--- src/sv/qpd_pkg.sv ---
// Shared constants, types and helpers for the quoted-printable decoder.
package qpd_pkg;

  localparam logic [7:0] CH_EQ = 8'h3D;
  localparam logic [7:0] CH_US = 8'h5F;
  localparam logic [7:0] CH_CR = 8'h0D;
  localparam logic [7:0] CH_LF = 8'h0A;
  localparam logic [7:0] CH_SP = 8'h20;

  // escape phase codes
  localparam logic [1:0] PH_IDLE  = 2'd0;
  localparam logic [1:0] PH_EQ    = 2'd1;
  localparam logic [1:0] PH_DIGIT = 2'd2;
  localparam logic [1:0] PH_SOFT  = 2'd3;

  localparam int QUEUE_DEPTH_DEF = 2;

  // One decoded item's worth of results: up to three bytes, low byte first.
  typedef struct packed {
    logic [23:0] bytes;
    logic [1:0]  cnt;       // number of results, 1 to 3
    logic        has_byte;  // 0 only for a bare end marker
    logic        last;
  } job_t;

  function automatic logic is_hex(input logic [7:0] c);
    return ((c >= 8'h30) && (c <= 8'h39)) || ((c >= 8'h41) && (c <= 8'h46)) ||
           ((c >= 8'h61) && (c <= 8'h66));
  endfunction

  function automatic logic [3:0] hex_val(input logic [7:0] c);
    logic [7:0] v;
    v = 8'h00;
    if ((c >= 8'h30) && (c <= 8'h39)) v = c - 8'h30;
    else if ((c >= 8'h41) && (c <= 8'h46)) v = c - 8'h37;
    else if ((c >= 8'h61) && (c <= 8'h66)) v = c - 8'h57;
    return v[3:0];
  endfunction

endpackage

--- src/sv/quoted_printable_decoder_unit.sv ---
// Quoted-printable / Q-encoding decoder: one encoded byte in, 0 to 3 bytes out.
// Each byte's results are registered in the job queue before they reach the output.
// Throughput: one input beat per cycle while each byte gives at most one result and
// out_stall is low; a byte giving several results holds the result sequencer until all
// its beats are sent, the job queue (QUEUE_DEPTH entries) absorbing the difference. Synchronous active-low reset
// clears escape state, mode (quoted-printable) and the queue.
module quoted_printable_decoder_unit #(
  parameter int QUEUE_DEPTH = qpd_pkg::QUEUE_DEPTH_DEF
) (
  input  logic       clk,
  input  logic       rst_n,
  input  logic       cfg_wr_en,
  input  logic       cfg_wr_data,
  input  logic       in_valid,
  output logic       in_stall,
  input  logic [7:0] in_byte,
  input  logic       in_last,
  output logic       out_valid,
  input  logic       out_stall,
  output logic [7:0] out_byte,
  output logic       out_has_byte,
  output logic       out_last
);
  import qpd_pkg::*;

  logic q_full;
  logic q_push;
  logic q_pop;
  logic q_not_empty;
  job_t push_job;
  job_t head_job;

  assign in_stall = q_full;

  qpd_front u_front (
    .clk         (clk),
    .rst_n       (rst_n),
    .cfg_wr_en   (cfg_wr_en),
    .cfg_wr_data (cfg_wr_data),
    .in_valid    (in_valid),
    .in_byte     (in_byte),
    .in_last     (in_last),
    .q_full      (q_full),
    .q_push      (q_push),
    .q_job       (push_job)
  );

  qpd_queue #(.DEPTH(QUEUE_DEPTH)) u_queue (
    .clk       (clk),
    .rst_n     (rst_n),
    .push      (q_push),
    .push_job  (push_job),
    .pop       (q_pop),
    .full      (q_full),
    .not_empty (q_not_empty),
    .head      (head_job)
  );

  qpd_back u_back (
    .clk          (clk),
    .rst_n        (rst_n),
    .job_valid    (q_not_empty),
    .job          (head_job),
    .job_pop      (q_pop),
    .out_valid    (out_valid),
    .out_stall    (out_stall),
    .out_byte     (out_byte),
    .out_has_byte (out_has_byte),
    .out_last     (out_last)
  );

endmodule

--- src/sv/qpd_front.sv ---
// Front end: accepts encoded bytes, tracks the escape state, builds result jobs.
module qpd_front (
  input  logic          clk,
  input  logic          rst_n,
  input  logic          cfg_wr_en,
  input  logic          cfg_wr_data,
  input  logic          in_valid,
  input  logic [7:0]    in_byte,
  input  logic          in_last,
  input  logic          q_full,
  output logic          q_push,
  output qpd_pkg::job_t q_job
);
  import qpd_pkg::*;

  logic        mode_r;
  logic [1:0]  phase_r, phase_nxt;
  logic [7:0]  held_r, held_nxt;
  logic [1:0]  n;
  logic [23:0] res;
  logic        do_ord;
  logic        accept;

  assign accept = in_valid && !q_full;

  always_comb begin
    phase_nxt = phase_r;
    held_nxt  = held_r;
    n         = 2'd0;
    res       = 24'd0;
    do_ord    = 1'b0;

    case (phase_r)
      PH_EQ: begin
        phase_nxt = PH_IDLE;
        if (!mode_r && (in_byte == CH_CR)) begin
          phase_nxt = PH_SOFT;
        end else if (!mode_r && (in_byte == CH_LF)) begin
          phase_nxt = PH_IDLE;  // soft break, nothing out
        end else if (is_hex(in_byte)) begin
          held_nxt  = in_byte;
          phase_nxt = PH_DIGIT;
        end else begin
          res[{n, 3'b000} +: 8] = CH_EQ;
          n = n + 2'd1;
          do_ord = 1'b1;
        end
      end
      PH_DIGIT: begin
        phase_nxt = PH_IDLE;
        if (is_hex(in_byte)) begin
          res[{n, 3'b000} +: 8] = {hex_val(held_r), hex_val(in_byte)};
          n = n + 2'd1;
        end else begin
          res[{n, 3'b000} +: 8] = CH_EQ;
          n = n + 2'd1;
          res[{n, 3'b000} +: 8] = held_r;
          n = n + 2'd1;
          do_ord = 1'b1;
        end
      end
      PH_SOFT: begin
        phase_nxt = PH_IDLE;
        do_ord = (in_byte != CH_LF);
      end
      default: begin
        do_ord = 1'b1;
      end
    endcase

    if (do_ord) begin
      if (in_byte == CH_EQ) begin
        phase_nxt = PH_EQ;
      end else begin
        res[{n, 3'b000} +: 8] = (mode_r && (in_byte == CH_US)) ? CH_SP : in_byte;
        n = n + 2'd1;
      end
    end

    // end of text flushes a pending escape
    if (in_last) begin
      if (phase_nxt == PH_EQ) begin
        res[{n, 3'b000} +: 8] = CH_EQ;
        n = n + 2'd1;
      end else if (phase_nxt == PH_DIGIT) begin
        res[{n, 3'b000} +: 8] = CH_EQ;
        n = n + 2'd1;
        res[{n, 3'b000} +: 8] = held_nxt;
        n = n + 2'd1;
      end
      phase_nxt = PH_IDLE;
    end
  end

  assign q_push         = accept && ((n != 2'd0) || in_last);
  assign q_job.bytes    = res;
  assign q_job.cnt      = (n == 2'd0) ? 2'd1 : n;
  assign q_job.has_byte = (n != 2'd0);
  assign q_job.last     = in_last;

  always_ff @(posedge clk) begin
    if (!rst_n) begin
      mode_r  <= 1'b0;
      phase_r <= PH_IDLE;
      held_r  <= 8'h00;
    end else begin
      if (cfg_wr_en) begin
        mode_r <= cfg_wr_data;
      end
      if (accept) begin
        phase_r <= phase_nxt;
        held_r  <= held_nxt;
      end
    end
  end

endmodule

--- src/sv/qpd_queue.sv ---
// Short job queue between the front end and the result sequencer.
module qpd_queue #(
  parameter int DEPTH = qpd_pkg::QUEUE_DEPTH_DEF
) (
  input  logic          clk,
  input  logic          rst_n,
  input  logic          push,
  input  qpd_pkg::job_t push_job,
  input  logic          pop,
  output logic          full,
  output logic          not_empty,
  output qpd_pkg::job_t head
);
  import qpd_pkg::*;

  localparam int PW = (DEPTH > 1) ? $clog2(DEPTH) : 1;
  localparam int CW = $clog2(DEPTH + 1);
  localparam logic [PW-1:0] LAST_IDX = PW'(DEPTH - 1);
  localparam logic [CW-1:0] FULL_CNT = CW'(DEPTH);

  job_t          mem [DEPTH];
  logic [PW-1:0] wr_ptr_r, rd_ptr_r;
  logic [CW-1:0] count_r, count_nxt;
  logic          do_pop;

  assign full      = (count_r == FULL_CNT);
  assign not_empty = (count_r != '0);
  assign head      = mem[rd_ptr_r];
  assign do_pop    = pop && not_empty;

  always_comb begin
    count_nxt = count_r;
    if (push && !do_pop) count_nxt = count_r + 1'b1;
    else if (!push && do_pop) count_nxt = count_r - 1'b1;
  end

  always_ff @(posedge clk) begin
    if (push) begin
      mem[wr_ptr_r] <= push_job;
    end
  end

  always_ff @(posedge clk) begin
    if (!rst_n) begin
      wr_ptr_r <= '0;
      rd_ptr_r <= '0;
      count_r  <= '0;
    end else begin
      count_r <= count_nxt;
      if (push) wr_ptr_r <= (wr_ptr_r == LAST_IDX) ? '0 : wr_ptr_r + 1'b1;
      if (do_pop) rd_ptr_r <= (rd_ptr_r == LAST_IDX) ? '0 : rd_ptr_r + 1'b1;
    end
  end

endmodule

--- src/sv/qpd_back.sv ---
// Back end: walks the head job and sends one result beat per cycle while out_stall is low.
module qpd_back (
  input  logic          clk,
  input  logic          rst_n,
  input  logic          job_valid,
  input  qpd_pkg::job_t job,
  output logic          job_pop,
  output logic          out_valid,
  input  logic          out_stall,
  output logic [7:0]    out_byte,
  output logic          out_has_byte,
  output logic          out_last
);
  import qpd_pkg::*;

  logic [1:0] idx_r;
  logic       final_beat;
  logic       beat;

  assign final_beat   = (idx_r == (job.cnt - 2'd1));
  assign beat         = job_valid && !out_stall;
  assign job_pop      = beat && final_beat;

  assign out_valid    = job_valid;
  assign out_byte     = job.bytes[{idx_r, 3'b000} +: 8];
  assign out_has_byte = job.has_byte;
  assign out_last     = job.last && final_beat;

  always_ff @(posedge clk) begin
    if (!rst_n) begin
      idx_r <= 2'd0;
    end else if (beat) begin
      idx_r <= final_beat ? 2'd0 : idx_r + 2'd1;
    end
  end

endmodule

--- config.mk ---
export PLATFORM = sky130hd
export DESIGN_NAME = quoted_printable_decoder_unit
export DESIGN_NICKNAME = d
export VERILOG_FILES = /design/src/sv/qpd_pkg.sv /design/src/sv/quoted_printable_decoder_unit.sv /design/src/sv/qpd_front.sv /design/src/sv/qpd_queue.sv /design/src/sv/qpd_back.sv
export SDC_FILE = /design/constraint.sdc
export NUM_CORES = 1
export LEC_CHECK = 0
export ABC_AREA = 1
export BUFFER_PORTS_ARGS = -buffer_cell sky130_fd_sc_hd__buf_4
export CAP_MARGIN = 40
export CORE_MARGIN = 2
export CORE_UTILIZATION = 45
export CTS_CLUSTER_DIAMETER = 200
export DETAILED_ROUTE_END_ITERATION = 8
export PLACE_DENSITY = 0.73
export SKIP_CTS_REPAIR_TIMING = 1
export SLEW_MARGIN = 20
export SYNTH_ARGS = -nofsm -noshare
export SYNTH_HDL_FRONTEND = slang
export SYNTH_SLANG_ARGS = --single-unit
--- constraint.sdc ---
create_clock -name clk -period 3.8 [get_ports clk]
set_clock_uncertainty 0.15 [all_clocks]
set_input_delay 0.38 -clock clk [delete_from_list [all_inputs] [get_ports clk]]
set_output_delay 0.38 -clock clk [all_outputs]
set_load 0.01 [all_outputs]
==> run_results.csv <==
group,metric,value,unit
run_status,run_status,"complete, no violations",
grt,grt_first_pass_wirelength,22100,um
job,max_cap_violations,0,
timing,finalSetupTns,0,ns
worst_setup_path,critical_path.max_stage_delay,0.36,ns
synth,mappedNetlistNets,680,
place,detailedPlacementHpwl,10600,um
timing,report.final.hold_viol_count,0,
cells_and_area,postLayoutCellArea,5540,um2
synth,syn_avg_cell_area,7.66,um2
worst_setup_path,end_kind,"flop",
synth,synth_enable_flop_cells,56,
floorplanning,die_w,108,um
synth,post_synth_instance_area,4910,um2
cells_and_area,drive_above_1_share,13.5,%
power,cellPowerDensity,423,nW/um2
synth,synth_xor_area_share,0.892,%
floorplanning,initial_utilization,45.7,%
cts,clk_latency,0.36,ns
route,detailedRoute.firstIterationViolations,609,
floorplanning,number_of_placed_i_o_pins,27,
power,power.static_leakage,2.56,nW
cells_and_area,register_area,2040,um2
cells_and_area,layoutNonFillerInstCount,823,
synth,synthAdderAreaFrac,6.12,%
cells_and_area,multiInputGateArea,2480,um2
synth,synth_warnings,0,
cts,worst_setup_hold_path_clk_slew,0.09,ns
synth,synth.distinct_cells,42,
worst_setup_path,cp_data_arrival_time,3.52,ns
worst_setup_path,timing.setup.critical_path_class,"primary input to flop",
route,detail_route.drc_violations,0,
cells_and_area,fillers,1040,
cells_and_area,synthToLayoutAreaGrowth,12.9,%
worst_setup_path,cpMaxStageDelayCell,"a21oi_1",
synth,combinational_family_with_the_most_area_after_synthesis,"simple AND/OR/NAND/NOR gates",
route,route.antenna.remaining_nets,0,
timing,finalCritPeriodShare,93.0,%
worst_setup_path,critical_path.cell_chain,"buf_4, inv_1, ha_1, nor2_1, nand2_1, nand2_1, nand2_1, nand3_2, nand2_2, inv_1, nand2_1, ha_1, inv_1, nand2_1, nand3_1, inv_1, ha_1, inv_1, nor2_1, o21ai_2, a21oi_1",
synth,async_flop_share,0,%
floorplanning,std_cell_rows,38,
grt,global_route.overflow_total,0,
route,viasPerCell,5.57,
timing,max_slew.worst_pin.slew,0.748,ns
floorplanning,floorplan.die.height,108,um
place,port_buffers,26,
worst_setup_path,worst_setup_path_start_kind,"primary input",
cells_and_area,antenna_cells,0,
place,place_congestion,0.961,
timing,setup_repair_after_global_routing_missed_its_margin,"false",
synth,post_synth_inst_count,641,
worst_setup_path,worst_ep_required_time,3.78,ns
power,max-vdd-ir-drop,215,uV
cells_and_area,layout_net_count,717,
cts,tritoncts,"done",
route,wl_per_cell,16.6,um
route,wl,13700,um
grt,grt_usage,24.7,%
synth,synth-compound-area-share,14.0,%
cts,clkSinkCount,74,
place,dpl-instance-area,5350,um2
route,first_pass_iters,5,
floorplanning,fp.dieArea,11800,um2
grt,grt_antenna_before_repair,0,
cts,clock_tree.buffer_depth,2,
place,numPlacedInstances,807,
route,vias,4583,
cts,clock-root-buffer,"clkbuf_8",
grt,grt_max_degree,29,
cells_and_area,layout.cells.most_common_list,"nand2_1 (144), nor2_1 (91), inv_1 (86)",
hold_path,hold_path_class,"primary input to flop",
grt,first_global_vias,4412,
synth,post_synth_mux_area_share,0.204,%
cells_and_area,layout.cells.most_common,"nand2_1",
synth,synth_simple_gate_area_share,29.2,%
timing,slew_headroom,50.1,%
timing,slew_violations,0,
cts,cts-htree-levels,3,
cts,numCtsBuffers,9,
synth,yosysSeqAreaShare,41.6,%
synth,synthFlopType,"edfxtp_1",
timing,max_clock_freq,283,MHz
timing,setup_viol,0,
worst_setup_path,crit_fanout,9,
timing,finalCriticalPeriod,3.53,ns
floorplanning,placeableCoreArea,10700,um2
synth,postSynthRegisterBits,74,
==> synthesized netlist by cell type (3+ instances only) <==
cell	number	share of area (%)
nand4_1	11	1.4
o22ai_1	4	0.51
xor2_1	5	0.89
nor2_1	92	7.0
edfxtp_1	56	34
ha_1	24	6.1
o21ai_0	48	4.9
nand3_4	3	1.1
nand2_4	5	1.1
clkbuf_1	9	0.69
o21ai_2	4	0.71
inv_2	4	0.31
nand2_1	144	11
nand2_2	6	0.76
o211ai_1	3	0.46
a211oi_1	3	0.46
dfxtp_1	18	7.3
inv_1	86	6.6
nor2_2	6	0.76
a21oi_1	40	4.1
nand3_1	36	3.7
o32ai_1	8	1.4
==> cell families (layout without fill, tap and decap cells) <==
kind of cell	Yosys count	after routing
DFF	74	74
xor gates and xnor gates	5	5
and+or+nand+nor	315	315
adders and majority gates	24	24
AOI/OAI and AO/OA	119	119
muxes	1	1
buffers and inverters	103	145
==> stage by stage <==
stage	util [%]	hold WS, ns	worst slack [ns]	total power [mW]
floorplan	-	0.322	0.261	1.46
global placement	49.7	0.337	0.118	1.72
detailed placement	49.7	0.341	-0.00679	1.75
CTS	51.5	0.0840	0.357	2.35
global route	51.6	0.0896	0.0460	2.47
finish	51.6	0.0916	0.266	2.34
==> sequential cells by signal (all words and copies together), names as in the netlist, named ones only <==
register and count:
u_front.held_r 8, u_queue.count_r 2, u_front.phase_r 2, u_back.idx_r 2, u_queue.wr_ptr_r 1, u_queue.rd_ptr_r 1, u_front.mode_r 1, u_queue.mem 56
==> worst max-delay path: cells and delay by family <==
kind	cells	cell delay, ns
AND/OR/NAND/NOR	10	1.11
AO/OA/AOI/OAI	2	0.50
adder cells (fa/ha/maj)	3	0.88
buffers and inverters	6	0.65
==> per-layer routing <==
layer | global-route usage [%] | vias to the layer above | wire, um
li1 | - | 2202 | -
met5 | 0 | - | 0
met1 | 31.7 | 2128 | 5860
met2 | 39.6 | 220 | 6340
met4 | 12.5 | 0 | 514
met3 | 4.94 | 33 | 992
==> final timing paths <==
| path | start | depth (start not counted) | to | slack (ns) |
|---|---|---|---|---|
| worst max register to register | u_front.phase_r[1] | 17 | u_queue.mem[1][6] | 0.41 |
| worst min register to register | u_queue.rd_ptr_r | 2 | u_queue.rd_ptr_r | 0.36 |
| worst min-delay path | cfg_wr_data | 3 | u_front.mode_r | 0.09 |
| worst max-delay path | in_byte[0] | 21 | u_queue.mem[1][6] | 0.27 |
==> power breakdown <==
part	switching, mW	internal, mW	total [mW]
clock	0.305	0.302	0.607
sequential	0.0811	0.990	1.07
combinational	0.416	0.250	0.665
total	0.802	1.54	2.34
==> cell type report <==
type	instances	share of cell area, %
timing repair buffer	37	5.46
tap	140	3.16
multi-input combinational	464	44.8
clock buffer	9	2.24
inverter	92	6.28
sequential	74	36.8
clock inverter	7	1.24
Note: power is estimated with default switching activity, not from simulation.
